===== src/rtl/mpn_pkg.sv =====
`timescale 1ns / 1ps
package mpn_pkg;
  localparam int MAX_LANES  = 6;
  localparam int SHARE_W    = 8;
  localparam int LANE_W     = 3;
  localparam int PCT_W      = 7;
  localparam int COMP_W     = 16;
  localparam int SUM_W      = 11;
  localparam int DIV_W      = 22;
  localparam int PCT_TOTAL  = 100;
  localparam int LANES_DEF  = 4;
  localparam int FULL_DEF   = 128;
  localparam int QUEUE_DEPTH = 2;

  typedef struct packed {
    logic [MAX_LANES-1:0][SHARE_W-1:0] share;
    logic [SUM_W-1:0]                  sum;
  } item_t;

  typedef struct packed {
    logic [LANE_W-1:0] lane;
    logic [PCT_W-1:0]  percent;
    logic [COMP_W-1:0] component;
    logic              zero_sum;
    logic              last;
  } res_t;

  typedef struct packed {
    logic             start;
    logic [DIV_W-1:0] dividend;
    logic [SUM_W-1:0] divisor;
  } div_req_t;

  typedef struct packed {
    logic             done;
    logic [DIV_W-1:0] quotient;
  } div_rsp_t;
endpackage


===== src/rtl/mpn_fifo.sv =====
`timescale 1ns / 1ps
module mpn_fifo #(
  parameter int WIDTH = 8,
  parameter int DEPTH = 2
) (
  input  logic             clk,
  input  logic             rst_n,
  input  logic             wr_en,
  input  logic [WIDTH-1:0] wr_data,
  output logic             full,
  input  logic             rd_en,
  output logic [WIDTH-1:0] rd_data,
  output logic             empty
);
  localparam int AW = (DEPTH > 1) ? $clog2(DEPTH) : 1;
  localparam int CW = $clog2(DEPTH + 1);

  logic [WIDTH-1:0] mem [DEPTH];
  logic [AW-1:0] wr_ptr_r, rd_ptr_r;
  logic [CW-1:0] cnt_r;
  logic do_wr, do_rd;

  assign full    = (cnt_r == CW'(DEPTH));
  assign empty   = (cnt_r == '0);
  assign do_wr   = wr_en && !full;
  assign do_rd   = rd_en && !empty;
  assign rd_data = mem[rd_ptr_r];

  always_ff @(posedge clk) begin
    if (do_wr) begin
      mem[wr_ptr_r] <= wr_data;
    end
  end

  always_ff @(posedge clk) begin
    if (!rst_n) begin
      wr_ptr_r <= '0;
      rd_ptr_r <= '0;
      cnt_r    <= '0;
    end else begin
      if (do_wr) begin
        wr_ptr_r <= (wr_ptr_r == AW'(DEPTH - 1)) ? '0 : wr_ptr_r + 1'b1;
      end
      if (do_rd) begin
        rd_ptr_r <= (rd_ptr_r == AW'(DEPTH - 1)) ? '0 : rd_ptr_r + 1'b1;
      end
      if (do_wr && !do_rd) begin
        cnt_r <= cnt_r + 1'b1;
      end else if (do_rd && !do_wr) begin
        cnt_r <= cnt_r - 1'b1;
      end
    end
  end
endmodule


===== src/rtl/mpn_front.sv =====
`timescale 1ns / 1ps
module mpn_front #(
  parameter int LANES = 4
) (
  input  logic                                      clk,
  input  logic                                      rst_n,
  input  logic                                      push,
  output logic                                      full,
  input  logic [mpn_pkg::MAX_LANES-1:0][mpn_pkg::SHARE_W-1:0] share,
  input  logic                                      q_pop,
  output mpn_pkg::item_t                            q_item,
  output logic                                      q_empty
);
  import mpn_pkg::*;

  item_t item;

  always_comb begin
    item.share = share;
    item.sum   = '0;
    for (int i = 0; i < MAX_LANES; i++) begin
      if (i < LANES) begin
        item.sum = item.sum + SUM_W'(share[i]);
      end
    end
  end

  mpn_fifo #(.WIDTH($bits(item_t)), .DEPTH(QUEUE_DEPTH)) u_queue (
    .clk     (clk),
    .rst_n   (rst_n),
    .wr_en   (push),
    .wr_data (item),
    .full    (full),
    .rd_en   (q_pop),
    .rd_data (q_item),
    .empty   (q_empty)
  );
endmodule


===== src/rtl/mpn_div.sv =====
`timescale 1ns / 1ps
module mpn_div (
  input  logic              clk,
  input  logic              rst_n,
  input  mpn_pkg::div_req_t req,
  output mpn_pkg::div_rsp_t rsp
);
  import mpn_pkg::*;

  localparam int STEPS = 4;
  localparam int CYC   = (DIV_W + STEPS - 1) / STEPS;
  localparam int PW    = CYC * STEPS;
  localparam int CNW   = $clog2(CYC + 1);

  logic [SUM_W:0]   rem_r, rem_nxt;
  logic [PW-1:0]    quo_r, quo_nxt;
  logic [SUM_W-1:0] dvs_r;
  logic [CNW-1:0]   cnt_r;
  logic             busy_r, done_r;

  // four restoring steps per cycle
  always_comb begin
    rem_nxt = rem_r;
    quo_nxt = quo_r;
    for (int i = 0; i < STEPS; i++) begin
      rem_nxt = {rem_nxt[SUM_W-1:0], quo_nxt[PW-1]};
      quo_nxt = {quo_nxt[PW-2:0], 1'b0};
      if (rem_nxt >= {1'b0, dvs_r}) begin
        rem_nxt    = rem_nxt - {1'b0, dvs_r};
        quo_nxt[0] = 1'b1;
      end
    end
  end

  always_ff @(posedge clk) begin
    if (!rst_n) begin
      busy_r <= 1'b0;
      done_r <= 1'b0;
      cnt_r  <= '0;
    end else begin
      done_r <= 1'b0;
      if (req.start) begin
        busy_r <= 1'b1;
        cnt_r  <= CNW'(CYC);
        rem_r  <= '0;
        quo_r  <= PW'(req.dividend);
        dvs_r  <= req.divisor;
      end else if (busy_r) begin
        rem_r <= rem_nxt;
        quo_r <= quo_nxt;
        cnt_r <= cnt_r - 1'b1;
        if (cnt_r == CNW'(1)) begin
          busy_r <= 1'b0;
          done_r <= 1'b1;
        end
      end
    end
  end

  assign rsp.done     = done_r;
  assign rsp.quotient = quo_r[DIV_W-1:0];
endmodule


===== src/rtl/mpn_back.sv =====
`timescale 1ns / 1ps
module mpn_back #(
  parameter int LANES      = 4,
  parameter int FULL_SCALE = 128
) (
  input  logic           clk,
  input  logic           rst_n,
  input  mpn_pkg::item_t q_item,
  input  logic           q_empty,
  output logic           q_pop,
  input  logic           pop,
  output logic           empty,
  output mpn_pkg::res_t  res
);
  import mpn_pkg::*;

  typedef enum logic [2:0] {
    S_IDLE, S_PDIV, S_PWAIT, S_FIX, S_CDIV, S_CWAIT, S_EMIT
  } state_t;

  state_t            state_r;
  item_t             item_r;
  logic [LANE_W-1:0] k_r;
  logic [PCT_W-1:0]  pct_r [MAX_LANES];
  logic [PCT_W-1:0]  top_r;
  logic [COMP_W-1:0] comp_r;
  logic              zero_r;

  logic [PCT_W-1:0]  fix [MAX_LANES];
  logic [PCT_W-1:0]  top;
  logic [7:0]        got, others, rem;
  logic              found;
  logic              last_lane;

  div_req_t dreq;
  div_rsp_t drsp;
  res_t     ores;
  logic     ofull, opush;

  assign last_lane = (k_r == LANE_W'(LANES - 1));

  always_comb begin
    got = '0;
    for (int i = 0; i < MAX_LANES; i++) begin
      if (i < LANES) got = got + 8'(pct_r[i]);
    end
    others = got - 8'(pct_r[LANES-1]);
    rem    = 8'(PCT_TOTAL) - got;
    found  = 1'b0;
    for (int i = 0; i < MAX_LANES; i++) fix[i] = pct_r[i];
    if (got < 8'(PCT_TOTAL)) begin
      if (pct_r[LANES-1] != '0) begin
        fix[LANES-1] = PCT_W'(8'(PCT_TOTAL) - others);
      end else begin
        for (int i = 0; i < MAX_LANES; i++) begin
          if (i < LANES - 1 && !found && fix[i] != '0 &&
              8'(fix[i]) < 8'(PCT_TOTAL) - rem) begin
            fix[i] = fix[i] + PCT_W'(rem);
            found  = 1'b1;
          end
        end
      end
    end
    top = '0;
    for (int i = 0; i < MAX_LANES; i++) begin
      if (i < LANES && fix[i] > top) top = fix[i];
    end
  end

  always_comb begin
    dreq.start    = 1'b0;
    dreq.dividend = '0;
    dreq.divisor  = '0;
    if (state_r == S_PDIV) begin
      dreq.start    = 1'b1;
      dreq.dividend = DIV_W'(item_r.share[k_r]) * DIV_W'(PCT_TOTAL);
      dreq.divisor  = item_r.sum;
    end else if (state_r == S_CDIV && top_r != '0) begin
      dreq.start    = 1'b1;
      dreq.dividend = DIV_W'(pct_r[k_r]) * DIV_W'(FULL_SCALE);
      dreq.divisor  = SUM_W'(top_r);
    end
  end

  mpn_div u_div (.clk(clk), .rst_n(rst_n), .req(dreq), .rsp(drsp));

  assign q_pop = (state_r == S_IDLE) && !q_empty;
  assign opush = (state_r == S_EMIT);

  always_comb begin
    ores.lane      = k_r;
    ores.percent   = zero_r ? '0 : pct_r[k_r];
    ores.component = zero_r ? '0 : comp_r;
    ores.zero_sum  = zero_r;
    ores.last      = last_lane;
  end

  always_ff @(posedge clk) begin
    if (!rst_n) begin
      state_r <= S_IDLE;
      k_r     <= '0;
      zero_r  <= 1'b0;
    end else begin
      case (state_r)
        S_IDLE: begin
          if (!q_empty) begin
            item_r <= q_item;
            k_r    <= '0;
            zero_r <= (q_item.sum == '0);
            comp_r <= '0;
            state_r <= (q_item.sum == '0) ? S_EMIT : S_PDIV;
          end
        end
        S_PDIV: state_r <= S_PWAIT;
        S_PWAIT: begin
          if (drsp.done) begin
            pct_r[k_r] <= drsp.quotient[PCT_W-1:0];
            if (last_lane) begin
              state_r <= S_FIX;
            end else begin
              k_r     <= k_r + 1'b1;
              state_r <= S_PDIV;
            end
          end
        end
        S_FIX: begin
          for (int i = 0; i < MAX_LANES; i++) pct_r[i] <= fix[i];
          top_r   <= top;
          k_r     <= '0;
          state_r <= S_CDIV;
        end
        S_CDIV: begin
          if (top_r == '0) begin
            comp_r  <= '0;
            state_r <= S_EMIT;
          end else begin
            state_r <= S_CWAIT;
          end
        end
        S_CWAIT: begin
          if (drsp.done) begin
            comp_r  <= drsp.quotient[COMP_W-1:0];
            state_r <= S_EMIT;
          end
        end
        S_EMIT: begin
          if (!ofull) begin
            if (last_lane) begin
              state_r <= S_IDLE;
            end else begin
              k_r     <= k_r + 1'b1;
              state_r <= zero_r ? S_EMIT : S_CDIV;
            end
          end
        end
        default: state_r <= S_IDLE;
      endcase
    end
  end

  mpn_fifo #(.WIDTH($bits(res_t)), .DEPTH(QUEUE_DEPTH)) u_out (
    .clk     (clk),
    .rst_n   (rst_n),
    .wr_en   (opush),
    .wr_data (ores),
    .full    (ofull),
    .rd_en   (pop),
    .rd_data (res),
    .empty   (empty)
  );
endmodule


===== src/rtl/mix_percent_normalizer.sv =====
`timescale 1ns / 1ps
// Mix percent normalizer.
// Input queue side: drive share ports and raise push; the set is taken at a
// clock edge with push high and full low. Only lanes 0..LANES-1 count.
// Result queue side: while empty is low the oldest result (lane, percent,
// component, zero_sum, last) sits on the ports; pop takes it. Each set
// yields LANES results in lane order, last marks the final lane.
// A two-entry queue separates the summing front end from the sequencer, so
// new sets are taken while results are still being produced.
// Each lane of a set with a nonzero sum needs two divisions on one shared
// divider that retires four quotient bits a cycle; an all-zero set needs no
// division. When pop stays low the two-entry result queue fills, the
// sequencer holds, and after the input queue fills, full rises. Reset
// empties both queues and returns the sequencer to idle.
module mix_percent_normalizer #(
  parameter int LANES      = mpn_pkg::LANES_DEF,
  parameter int FULL_SCALE = mpn_pkg::FULL_DEF
) (
  input  logic                        clk,
  input  logic                        rst_n,
  input  logic                        push,
  output logic                        full,
  input  logic [mpn_pkg::SHARE_W-1:0] in_share_0,
  input  logic [mpn_pkg::SHARE_W-1:0] in_share_1,
  input  logic [mpn_pkg::SHARE_W-1:0] in_share_2,
  input  logic [mpn_pkg::SHARE_W-1:0] in_share_3,
  input  logic [mpn_pkg::SHARE_W-1:0] in_share_4,
  input  logic [mpn_pkg::SHARE_W-1:0] in_share_5,
  output logic                        empty,
  input  logic                        pop,
  output logic [mpn_pkg::LANE_W-1:0]  out_lane,
  output logic [mpn_pkg::PCT_W-1:0]   out_percent,
  output logic [mpn_pkg::COMP_W-1:0]  out_component,
  output logic                        out_zero_sum,
  output logic                        out_last
);
  import mpn_pkg::*;

  logic [MAX_LANES-1:0][SHARE_W-1:0] share;
  item_t q_item;
  logic  q_empty, q_pop;
  res_t  res;

  assign share = {in_share_5, in_share_4, in_share_3, in_share_2, in_share_1, in_share_0};

  mpn_front #(.LANES(LANES)) u_front (
    .clk     (clk),
    .rst_n   (rst_n),
    .push    (push),
    .full    (full),
    .share   (share),
    .q_pop   (q_pop),
    .q_item  (q_item),
    .q_empty (q_empty)
  );

  mpn_back #(.LANES(LANES), .FULL_SCALE(FULL_SCALE)) u_back (
    .clk     (clk),
    .rst_n   (rst_n),
    .q_item  (q_item),
    .q_empty (q_empty),
    .q_pop   (q_pop),
    .pop     (pop),
    .empty   (empty),
    .res     (res)
  );

  assign out_lane      = res.lane;
  assign out_percent   = res.percent;
  assign out_component = res.component;
  assign out_zero_sum  = res.zero_sum;
  assign out_last      = res.last;
endmodule


===== config.mk =====
export PLATFORM = sky130hd
export DESIGN_NAME = mix_percent_normalizer
export DESIGN_NICKNAME = d
export VERILOG_FILES = /design/src/rtl/mpn_pkg.sv /design/src/rtl/mpn_fifo.sv /design/src/rtl/mpn_front.sv /design/src/rtl/mpn_div.sv /design/src/rtl/mpn_back.sv /design/src/rtl/mix_percent_normalizer.sv
export SDC_FILE = /design/constraint.sdc
export NUM_CORES = 1
export LEC_CHECK = 0
export ABC_AREA = 1
export BUFFER_PORTS_ARGS = -buffer_cell sky130_fd_sc_hd__buf_2
export CAP_MARGIN = 20
export CORE_AREA = 2 2 245 247
export CTS_BUF_LIST = sky130_fd_sc_hd__clkbuf_4 sky130_fd_sc_hd__clkbuf_8
export DETAILED_ROUTE_END_ITERATION = 10
export DIE_AREA = 0 0 247 249
export PLACE_DENSITY = 0.62
export SLEW_MARGIN = 10
export SYNTH_ARGS = -nofsm -noshare
export SYNTH_HDL_FRONTEND = slang
export SYNTH_SLANG_ARGS = --single-unit

===== constraint.sdc =====
create_clock -name clk -period 22.7 [get_ports clk]
set_input_delay 2.27 -clock clk [delete_from_list [all_inputs] [get_ports clk]]
set_output_delay 2.27 -clock clk [all_outputs]
set_load 0.05 [all_outputs]

==> results.py <==
metrics = {
    "status": {
        "run_status": "finished, final reports clean",
    },
    "placement": {
        "dp.final_hpwl_um": 42900,
        "place_ws_ns": 12.52,
        "gp_congestion": 0.901,
        "portBuffers": 81,
    },
    "floorplanning": {
        "dieHeight_um": 249,
        "die_area_um2": 61500,
        "core_um2": 58700,
        "die_w_um": 247,
        "rows": 89,
        "ios": 82,
        "initial_utilization": 0.379,
    },
    "synthesis": {
        "syn_area_um2": 22200,
        "yosys_warnings": 0,
        "synth-edff-count": 354,
        "synth_top_area_cell": "edfxtp_1",
        "ys_async_sr_fraction": 0,
        "ys_seq_area_frac": 0.501,
        "ys_seq_elements": 379,
        "ys_types": 57,
        "synth_fp_nets": 2544,
        "ys_top_cells_by_area": "edfxtp_1 (48%), ha_1 (9.3%), nand2_1 (8.1%), inv_1 (5.8%), fa_1 (3.2%)",
        "synth.avg_cell_area_um2": 9.71,
        "syn_inst": 2291,
        "yosys_most_used_dff": "edfxtp_1",
        "synth_top_area_frac": 0.478,
    },
    "sta": {
        "fin_tns_setup_ns": 0,
        "rsz0062_at_grt": "false",
        "setup_ws_ns": 12.37,
        "setup_viol": 0,
        "final.setup_skew_ns": 0.0284,
        "worst_pin_slew_ns": 1.05,
        "post-route-period-util": 0.455,
        "final_hold_viol_count": 0,
        "slew_headroom": 0.293,
        "timing.fmax_mhz": 96.8,
        "slew_violations": 0,
        "period_minus_slack_ns": 10.33,
    },
    "final_layout": {
        "syn_to_final_growth_pct": 12.2,
        "drive_gt1_frac": 0.127,
        "layout_commonest_cell": "nand2_1",
        "final_net_count": 2662,
        "final_cell_mix": "nand2_1 (478), edfxtp_1 (354), inv_1 (345)",
    },
    "setup_path": {
        "cp.arrival_ns": 10.72,
        "worstSetupPathType": "reg -> reg",
        "cpMostUsedCell": "nand2_1",
        "crit_required_ns": 23.09,
        "startpoint_type": "flip-flop",
        "endpoint_kind": "flip-flop",
        "r2r_slack_ns": 12.37,
        "critPathMaxStageDelay_ns": 0.60,
        "cp_max_fo": 8,
        "slowest_stage": "fa_1",
    },
    "global_route": {
        "grt_pass1_vias": 16100,
        "grt_pass1_wl_um": 88600,
        "antenna_found_initial": 1,
        "grt_start_max_net_pins": 60,
        "overflow": 0,
        "grt_usage": 0.184,
    },
    "cts": {
        "cts_buffers": 60,
        "post-cts-setup-buffers": 0,
        "root_buffer": "clkbuf_8",
        "ctsHoldBuffers": 0,
        "htree_levels": 2,
        "cts_tree": "done",
        "clockBufferDepth": 3,
        "insertion_delay_ns": 0.65,
        "cts_resized": 0,
        "cts.sinks": 379,
        "cts.clk_slew.worst_paths_ns": 0.06,
    },
    "route": {
        "vias": 16300,
        "dr.pass1.iters": 5,
        "vias_per_cell": 5.06,
        "drc": 0,
        "route.antenna.remaining_nets": 0,
        "drt_iter0_drc": 1165,
        "wl_per_cell_um": 17.6,
        "wl_um": 56800,
    },
    "min_path": {
        "hp-class": "reg -> reg",
    },
    "run": {
        "drv_cap": 0,
    },
}
## through the flow
stage | std cells | util | area, um2 | hold WS [ns]
after floorplan | 2291 | - | 22200 | 0.424
after global placement | 3115 | 0.402 | 23600 | 0.432
after detailed placement | 3118 | 0.402 | 23600 | 0.441
after CTS | 3222 | 0.425 | 24900 | 0.450
after global routing | 3225 | 0.425 | 24900 | 0.489
final | 3225 | 0.425 | 24900 | 0.450
## state kept, by name, summed over array words and instances (netlist names), 2 cells and up, named ones only
register	count
u_back.u_out.cnt_r	2
u_back.k_r	3
u_back.state_r	3
u_front.u_queue.cnt_r	2
u_back.item_r	58
u_back.u_div.quo_r	24
u_back.u_div.cnt_r	3
u_back.u_out.mem	56
u_front.u_queue.mem	116
u_back.top_r	7
u_back.u_div.dvs_r	10
u_back.pct_r	56
u_back.comp_r	16
u_back.u_div.rem_r	11
## synthesized netlist by cell type (16+ instances only)
master,n
nand2_2,16
nor3_1,18
o21ai_0,132
fa_1,35
nor2_1,164
clkbuf_1,42
mux2_2,28
xnor2_1,25
nand3_1,79
edfxtp_1,354
o221ai_1,17
nand4_1,26
dfxtp_1,25
nand2_1,478
inv_1,345
xor2_1,46
a21oi_1,114
ha_1,166
## worst paths after layout
check                                              start               to  cells past startpoint
worst max-delay path                  u_back.pct_r[2][1]  u_back.top_r[2]                     54
worst max register to register        u_back.pct_r[2][1]  u_back.top_r[2]                     54
worst min register to register  u_front.u_queue.rd_ptr_r        flip-flop                      1
worst min-delay path            u_front.u_queue.rd_ptr_r        flip-flop                      1
## cell families after synthesis
group / after synthesis / synth area share
xor gates and xnor gates: 71 / 0.0280
and+or+nand+nor: 836 / 0.163
buffers and inverters: 409 / 0.0700
muxes: 39 / 0.0191
adders and majority gates: 201 / 0.125
DFF: 379 / 0.501
AOI/OAI and AO/OA: 356 / 0.0947
## layer usage
metal | global-route usage | wire [um] | up-vias
li1 | - | - | 7983
met1 | 0.255 | 25900 | 7835
met2 | 0.301 | 26700 | 444
met3 | 0.0276 | 3020 | 71
met4 | 0.0466 | 1110 | 0
met5 | 0 | 0 | -
## final cells by class
| type | instances | area [um2] |
|---|---|---|
| fillers | 5654 | 33700 |
| flip-flops and latches | 379 | 11100 |
| multi-input cells | 1503 | 9600 |
| inverters | 360 | 1350 |
| clock buffers | 79 | 1040 |
| well taps | 773 | 967 |
| repair buffers | 105 | 583 |
| clock inverters | 25 | 269 |
| diodes | 1 | 2.50 |
## worst max-delay path: cells and delay by family, from the launching register on
family,cells,cell delay [ns]
buffers and inverters,12,1.34
AO/OA/AOI/OAI,10,2.53
flip-flops,1,0.49
adder cells (fa/ha/maj),8,2.96
AND/OR/NAND/NOR,24,2.73
Power is left out: the tool's default activity adds up to more than one toggle a clock period on the data nets, which glitch-free logic cannot reach.
